===== config.mk =====
export PLATFORM = sky130hd
export DESIGN_NAME = bump_frame_allocator_with_holes
export DESIGN_NICKNAME = d
export VERILOG_FILES = /design/src/hdl/bfa_pkg.sv /design/src/hdl/bump_frame_allocator_with_holes.sv
export SDC_FILE = /design/constraint.sdc
export NUM_CORES = 2
export LEC_CHECK = 0
export BUFFER_PORTS_ARGS = -buffer_cell sky130_fd_sc_hd__buf_4
export CAP_MARGIN = 5
export CORE_MARGIN = 8
export CORE_UTILIZATION = 55
export DETAILED_ROUTE_END_ITERATION = 12
export PLACE_DENSITY = 0.68
export SYNTH_ARGS = -nofsm -noshare
export SYNTH_HDL_FRONTEND = slang
export SYNTH_SLANG_ARGS = --single-unit

===== constraint.sdc =====
create_clock -name clk -period 13.1 [get_ports clk]
set_input_delay 1.965 -clock clk [delete_from_list [all_inputs] [get_ports clk]]
set_output_delay 1.965 -clock clk [all_outputs]
set_load 0.02 [all_outputs]

===== src/hdl/bfa_pkg.sv =====
// Shared types and constants for the bump frame allocator.
`default_nettype none
package bfa_pkg;

  localparam int ADDR_W  = 48;
  localparam int FRAME_W = 36;
  localparam int IDX_W   = 4;
  localparam int CFG_AW  = 3;
  localparam int ST_W    = 2;

  localparam logic [FRAME_W-1:0] FRAME_MAX = {FRAME_W{1'b1}};

  localparam int MAP_ENTRIES_DEF = 16;
  localparam int FRAME_SHIFT_DEF = 12;

  localparam logic ACT_LOAD  = 1'b0;
  localparam logic ACT_ALLOC = 1'b1;

  localparam logic [ST_W-1:0] ST_GRANT  = 2'd0;
  localparam logic [ST_W-1:0] ST_LOADED = 2'd1;
  localparam logic [ST_W-1:0] ST_OOM    = 2'd2;

  localparam logic [CFG_AW-1:0] REG_START_FRAME    = 3'd0;
  localparam logic [CFG_AW-1:0] REG_KERNEL_FIRST   = 3'd1;
  localparam logic [CFG_AW-1:0] REG_KERNEL_LIMIT   = 3'd2;
  localparam logic [CFG_AW-1:0] REG_BOOTINFO_FIRST = 3'd3;
  localparam logic [CFG_AW-1:0] REG_BOOTINFO_LIMIT = 3'd4;
  localparam logic [CFG_AW-1:0] REG_RAMDISK_FIRST  = 3'd5;
  localparam logic [CFG_AW-1:0] REG_RAMDISK_LIMIT  = 3'd6;

  typedef struct packed {
    logic [ADDR_W-1:0] base;
    logic [ADDR_W-1:0] top;
    logic              usable;
  } map_entry_t;

endpackage
`default_nettype wire


===== src/hdl/bump_frame_allocator_with_holes.sv =====
// Top level: monotonic frame allocator over a memory map with reserved holes.
//
// Requests enter on start (taken when busy is low) with action, alloc_bytes and
// the entry_* fields. Each request gives one result on first_frame/status,
// marked by done for exactly one cycle; the receiver cannot stall it.
// A load request writes one map slot (if entry_index is in range) and answers
// "loaded" in the next cycle; busy stays low, so loads can be taken every cycle.
// An allocate request runs a pass loop: overflow check (S_HI), reserved range
// check (S_RSV), then a walk of the map memory one slot per cycle (S_SCAN).
// A reserved range hit skips the walk and goes through S_JUMP, a reserved map
// slot through S_MJUMP and S_JUMP, before the next pass. A grant goes through
// S_GRANT. The earliest result comes from the overflow check; busy is high for
// the whole search, so allocations run one at a time.
// Configuration writes (cfg_we, cfg_addr, cfg_wdata) take effect at once and
// are to be made only while idle; the block itself does not enforce this.
// Writing start_frame reloads the pointer.
// Reset clears the registers, the pointer and all slot valid bits; there is
// no clearing pass, so requests are taken the cycle after reset drops.
`default_nettype none
module bump_frame_allocator_with_holes
  import bfa_pkg::*;
#(
  parameter int MAP_ENTRIES = MAP_ENTRIES_DEF,
  parameter int FRAME_SHIFT = FRAME_SHIFT_DEF
) (
  input  wire logic               clk,
  input  wire logic               rst,
  input  wire logic               start,
  output logic                    busy,
  input  wire logic               action,
  input  wire logic [ADDR_W-1:0]  alloc_bytes,
  input  wire logic [IDX_W-1:0]   entry_index,
  input  wire logic [ADDR_W-1:0]  entry_start,
  input  wire logic [ADDR_W-1:0]  entry_end,
  input  wire logic               entry_available,
  output logic                    done,
  output logic [FRAME_W-1:0]      first_frame,
  output logic [ST_W-1:0]         status,
  input  wire logic               cfg_we,
  input  wire logic [CFG_AW-1:0]  cfg_addr,
  input  wire logic [FRAME_W-1:0] cfg_wdata
);

  localparam int IW  = (MAP_ENTRIES > 1) ? $clog2(MAP_ENTRIES) : 1;
  localparam int CW  = $clog2(MAP_ENTRIES + 1);
  localparam int PW  = $clog2(MAP_ENTRIES + 4);
  localparam int FW  = ADDR_W - FRAME_SHIFT + 1;
  localparam int WW  = ((FW > FRAME_W) ? FW : FRAME_W) + 1;
  localparam int BW  = (ADDR_W > FRAME_W + FRAME_SHIFT) ? ADDR_W : FRAME_W + FRAME_SHIFT;
  localparam int XW  = IW + IDX_W;

  localparam logic [3:0] S_IDLE  = 4'd0;
  localparam logic [3:0] S_HI    = 4'd1;
  localparam logic [3:0] S_RSV   = 4'd2;
  localparam logic [3:0] S_SCAN  = 4'd3;
  localparam logic [3:0] S_MJUMP = 4'd4;
  localparam logic [3:0] S_JUMP  = 4'd5;
  localparam logic [3:0] S_GRANT = 4'd6;

  logic [3:0]             state;
  logic [FRAME_W-1:0]     next_free;
  logic [FRAME_W-1:0]     rsv_first [3];
  logic [FRAME_W-1:0]     rsv_limit [3];
  logic [MAP_ENTRIES-1:0] map_valid;
  map_entry_t             map_mem [MAP_ENTRIES];

  logic [FRAME_W-1:0] ptr;
  logic [FRAME_W-1:0] hi;
  logic [FW-1:0]      frames;
  logic [FW-1:0]      span;
  logic [BW-1:0]      lo_b;
  logic [BW-1:0]      hi_b;
  logic [FRAME_W-1:0] tgt;
  logic               tgt_ovf;
  logic [ADDR_W-1:0]  top_hold;
  logic [PW-1:0]      pass;
  logic [CW-1:0]      scan_cnt;
  logic               rd_pend;
  logic [IW-1:0]      rd_idx;
  map_entry_t         rd_entry;

  logic               accept;
  logic               load_acc;
  logic               alloc_acc;
  logic [XW-1:0]      widx_full;
  logic               widx_ok;
  logic [FW-1:0]      frames_in;
  logic [WW-1:0]      hi_w;
  logic [WW-1:0]      tgt_w;
  logic [2:0]         rsv_hit;
  logic               entry_hit;
  logic               scan_in_range;
  logic               last_pass;

  assign busy      = (state != S_IDLE);
  assign accept    = start && !busy;
  assign load_acc  = accept && (action == ACT_LOAD);
  assign alloc_acc = accept && (action == ACT_ALLOC);

  assign widx_full = XW'(entry_index);
  assign widx_ok   = widx_full < XW'(MAP_ENTRIES);

  assign frames_in = FW'(alloc_bytes >> FRAME_SHIFT) + FW'(|alloc_bytes[FRAME_SHIFT-1:0]);
  assign hi_w      = WW'(ptr) + WW'(span);
  assign tgt_w     = WW'(top_hold >> FRAME_SHIFT) + WW'(|top_hold[FRAME_SHIFT-1:0]);

  always_comb begin
    for (int r = 0; r < 3; r++) begin
      rsv_hit[r] = (rsv_first[r] < rsv_limit[r]) && (ptr < rsv_limit[r]) &&
                   (hi > rsv_first[r]);
    end
  end

  assign entry_hit = map_valid[rd_idx] && (BW'(rd_entry.base) <= lo_b) &&
                     (hi_b <= BW'(rd_entry.top));
  assign scan_in_range = scan_cnt < CW'(MAP_ENTRIES);
  assign last_pass     = pass == PW'(MAP_ENTRIES + 3);

  // map memory: one write port for loads, one registered read port for the walk
  always_ff @(posedge clk) begin
    if (load_acc && widx_ok) begin
      map_mem[widx_full[IW-1:0]] <= '{base: entry_start, top: entry_end,
                                      usable: entry_available};
    end
    if (state == S_SCAN && scan_in_range) begin
      rd_entry <= map_mem[scan_cnt[IW-1:0]];
    end
  end

  // control
  always_ff @(posedge clk) begin
    if (rst) begin
      state     <= S_IDLE;
      done      <= 1'b0;
      next_free <= '0;
      map_valid <= '0;
      rd_pend   <= 1'b0;
      for (int r = 0; r < 3; r++) begin
        rsv_first[r] <= '0;
        rsv_limit[r] <= '0;
      end
    end else begin
      done <= 1'b0;
      if (cfg_we) begin
        unique case (cfg_addr)
          REG_START_FRAME:    next_free    <= cfg_wdata;
          REG_KERNEL_FIRST:   rsv_first[0] <= cfg_wdata;
          REG_KERNEL_LIMIT:   rsv_limit[0] <= cfg_wdata;
          REG_BOOTINFO_FIRST: rsv_first[1] <= cfg_wdata;
          REG_BOOTINFO_LIMIT: rsv_limit[1] <= cfg_wdata;
          REG_RAMDISK_FIRST:  rsv_first[2] <= cfg_wdata;
          REG_RAMDISK_LIMIT:  rsv_limit[2] <= cfg_wdata;
          default: ;
        endcase
      end
      unique case (state)
        S_IDLE: begin
          if (load_acc) begin
            if (widx_ok) begin
              map_valid[widx_full[IW-1:0]] <= 1'b1;
            end
            done <= 1'b1;
          end else if (alloc_acc) begin
            state <= S_HI;
          end
        end
        S_HI: begin
          if (hi_w > WW'(FRAME_MAX)) begin
            done  <= 1'b1;
            state <= S_IDLE;
          end else begin
            state <= S_RSV;
          end
        end
        S_RSV: begin
          if (rsv_hit != 3'b000) begin
            state <= S_JUMP;
          end else begin
            rd_pend <= 1'b0;
            state   <= S_SCAN;
          end
        end
        S_SCAN: begin
          rd_pend <= scan_in_range;
          if (rd_pend) begin
            if (entry_hit) begin
              state <= rd_entry.usable ? S_GRANT : S_MJUMP;
            end else if (rd_idx == IW'(MAP_ENTRIES - 1)) begin
              done  <= 1'b1;
              state <= S_IDLE;
            end
          end
        end
        S_MJUMP: begin
          state <= S_JUMP;
        end
        S_JUMP: begin
          if (tgt_ovf || tgt <= ptr || last_pass) begin
            done  <= 1'b1;
            state <= S_IDLE;
          end else begin
            state <= S_HI;
          end
        end
        S_GRANT: begin
          next_free <= FRAME_W'(WW'(ptr) + WW'(frames));
          done      <= 1'b1;
          state     <= S_IDLE;
        end
        default: state <= S_IDLE;
      endcase
    end
  end

  // datapath
  always_ff @(posedge clk) begin
    unique case (state)
      S_IDLE: begin
        ptr    <= next_free;
        frames <= frames_in;
        span   <= (frames_in == '0) ? FW'(1) : frames_in;
        pass   <= '0;
        first_frame <= '0;
        status      <= ST_LOADED;
      end
      S_HI: begin
        hi          <= hi_w[FRAME_W-1:0];
        first_frame <= '0;
        status      <= ST_OOM;
      end
      S_RSV: begin
        lo_b     <= BW'(ptr) << FRAME_SHIFT;
        hi_b     <= BW'(hi) << FRAME_SHIFT;
        scan_cnt <= '0;
        tgt_ovf  <= 1'b0;
        priority if (rsv_hit[0]) tgt <= rsv_limit[0];
        else if (rsv_hit[1])     tgt <= rsv_limit[1];
        else                     tgt <= rsv_limit[2];
      end
      S_SCAN: begin
        if (scan_in_range) begin
          scan_cnt <= scan_cnt + CW'(1);
        end
        rd_idx      <= scan_cnt[IW-1:0];
        top_hold    <= rd_entry.top;
        first_frame <= '0;
        status      <= ST_OOM;
      end
      S_MJUMP: begin
        tgt     <= tgt_w[FRAME_W-1:0];
        tgt_ovf <= tgt_w > WW'(FRAME_MAX);
      end
      S_JUMP: begin
        ptr         <= tgt;
        pass        <= pass + PW'(1);
        first_frame <= '0;
        status      <= ST_OOM;
      end
      S_GRANT: begin
        first_frame <= ptr;
        status      <= ST_GRANT;
      end
      default: ;
    endcase
  end

endmodule
`default_nettype wire


==> reports/metrics.yaml <==
run_status:
  outcome: "completed"
drt:
  finalWirelength_um: 263000
  route.detailed.drc: 0
  postRouteAntennaNets: 0
  dr_total_vias: 53600
  via_per_inst: 6.29
  first_pass_iters: 6
  first_iter_violations: 5803
  routedWlPerCell_um: 30.8
cells_and_area:
  fin_nets: 6672
  syn_to_final_growth_pct: 12.4
  final_cell_area_um2: 111000
  drive_above_1_share: 0.198
global_route:
  grt_use_total: 0.270
  antenna_found_initial: 38
  grt_max_degree: 134
  grt_pass1_wl_um: 378000
  grt_pass1_vias: 53600
  grt_overflow_total: 0
min_path:
  hold_class: "flop to flop"
floorplanning:
  die-width_um: 439
  die_area_um2: 193000
  boundaryPins: 233
  rows: 155
  core-area_um2: 178000
  die_height_um: 439
  start_util: 0.552
synthesis:
  synth_top_area_frac: 0.677
  yosys_warnings: 0
  synth.distinct_cells: 85
  async_reset_ff_frac: 0
  synth-seq-cells: 2276
  yosysTopAreaCell: "edfxtp_1"
  ys_top_cells_by_area: "edfxtp_1, mux4_2, ha_1"
  syn_nets: 6305
  synth_ff_type: "edfxtp_1"
  ys_seq_area_frac: 0.688
  postSynthCellCount: 5607
  syn_area_per_cell_um2: 17.6
  synth_edf_count: 2219
  synth_area_um2: 98500
power_and_ir_drop:
  p_total_mw: 17.2
  leakage_nw: 39.2
  peakVddDrop_v: 0.000132
  power_density_nw_per_um2: 155
timing:
  post-route-period-util: 0.371
  rsz0062_at_grt: "no"
  finalSetupTns_ns: 0
  final_max_slew_viol_count: 0
  finalHoldViolCount: 0
  final.setup_skew_ns: 0.0577
  worstMarginPinSlew_ns: 1.25
  max_freq_ghz: 0.206
  fin_crit_ns: 4.86
  finalSetupViolCount: 0
  slew_headroom: 0.163
clocking:
  clkLatencyLatePin_ns: 0.87
  cts.clk_slew.worst_paths_ns: 0.06
  tritoncts: "done"
  clockBufferDepth: 3
  postCtsHoldBufs: 0
  cts_made_buffers: 224
  cts-root-buf: "clkbuf_16"
  cts_resized: 0
  cts_sinks: 2276
  cts.htree.levels: 4
  cts_setup_buffers: 0
placed_design:
  io_buffers: 232
  place_area_um2: 103000
  place.gp.congestion: 0.923
  hpwlAfterDp_um: 174000
setup_path:
  cp-start-kind: "flop"
  cp-end-kind: "flop"
  cp_max_fo: 51
  crit_type: "flop to flop"
  cp.arrival_ns: 5.39
  crit_required_ns: 13.63
flow_run:
  max_cap_violations: 0
==> area by class of cell <==
type | count | area [um^2]
fill | 12600 | 67500
clock inverter | 124 | 1320
inverter | 354 | 1330
timing repair buffer | 320 | 2460
sequential | 2276 | 67800
multi-input combinational | 2798 | 28800
tap | 2355 | 2950
clock buffer | 290 | 6000
antenna | 13 | 32.5
==> flip-flops by register name, summed over array words and instances (netlist names) <==
register     flops
top_hold        48
lo_b            36
rd_pend          1
rd_idx           4
tgt             36
next_free       36
scan_cnt         5
map_mem       1552
ptr             36
rd_entry        97
state            3
rsv_first      108
hi              36
first_frame     36
hi_b            36
rsv_limit      108
span            37
status           2
map_valid       16
done             1
pass             5
tgt_ovf          1
frames          36
==> layer usage <==
layer | track usage | wire length, um
met4 | 0.0907 | 9170
met1 | 0.368 | 106000
met3 | 0.0418 | 17800
met2 | 0.451 | 130000
met5 | 0 | 82
==> cell usage after synthesis (all sizes together) (45+ instances only) <==
library cell,number
o21ai,124
buf,45
dfxtp,57
a21o,102
mux4,490
nand4,107
xnor2,110
a211oi,55
nor2,208
edfxtp,2219
inv,354
clkbuf,134
a21oi,214
nand3,91
ha,503
and2,84
xor2,56
nand2,168
==> critical path, cell delays in order (launching register included) <==
cell and delay [ns]:
edfxtp_1 0.77, ha_1 0.36, nand4_1 0.14, nor3_1 0.07, a2111oi_0 0.71, nand3_1 0.15
nor3_1 0.21, nand4_1 0.99, buf_4 0.71, o21ai_0 0.29, o22ai_1 0.10
==> layout by cell type (no fill, tap or decap), drive strengths merged, types with 23 or more instances in the layout <==
cell type / n
nor4: 32
a21o: 102
and2: 84
inv: 357
nor2: 208
xor2: 56
nor2b: 23
o21a: 35
clkbuf: 290
mux2i: 43
mux4: 490
nor3: 36
o22ai: 34
nand2: 168
dfxtp: 57
clkinv: 95
a211oi: 55
a21oi: 214
buf: 320
nand4: 107
mux2: 36
xnor2: 110
o21ai: 124
ha: 503
o211a: 31
nand3: 91
edfxtp: 2219
==> cell families (layout without fill, tap and decap cells) <==
logic type | Yosys count | after routing | synth area share
compound gates | 719 | 719 | 0.0477
buf+inv | 533 | 1088 | 0.0206
flops | 2276 | 2276 | 0.688
simple gates | 839 | 839 | 0.0436
mux | 569 | 569 | 0.121
xor+xnor | 166 | 166 | 0.0148
other cells | 0 | 13 | 0
fa+ha+maj | 505 | 505 | 0.0643
==> through the flow <==
stage / hold slack [ns] / worst slack, ns / util / cells
after floorplan: 0.419 / 2.72 / - / 5607
after global placement: 0.431 / 7.56 / 0.580 / 8103
after detailed placement: 0.437 / 7.45 / 0.580 / 8103
after CTS: 0.443 / 8.33 / 0.621 / 8517
after global routing: 0.462 / 8.05 / 0.621 / 8529
final: 0.449 / 8.24 / 0.621 / 8530
==> path summary, 6_finish.rpt <==
check / start / end / slack, ns / depth (start not counted)
setup / recovery: ptr[31] / tgt[6] / 8.24 / 10
hold reg to reg: rd_entry[1] / top_hold[0] / 0.45 / 0
setup reg to reg: ptr[31] / tgt[6] / 8.24 / 10
hold / removal: rd_entry[1] / top_hold[0] / 0.45 / 0
==> report_power, final <==
part | switching [mW] | internal (mW) | leakage [nW] | total, mW
registers | 0.243 | 8.32 | 20.9 | 8.57
clock network | 2.75 | 3.63 | 3.56 | 6.38
logic | 1.33 | 0.876 | 14.7 | 2.21
total | 4.32 | 12.8 | 39.2 | 17.2
Power figures use the tool's default switching activity.
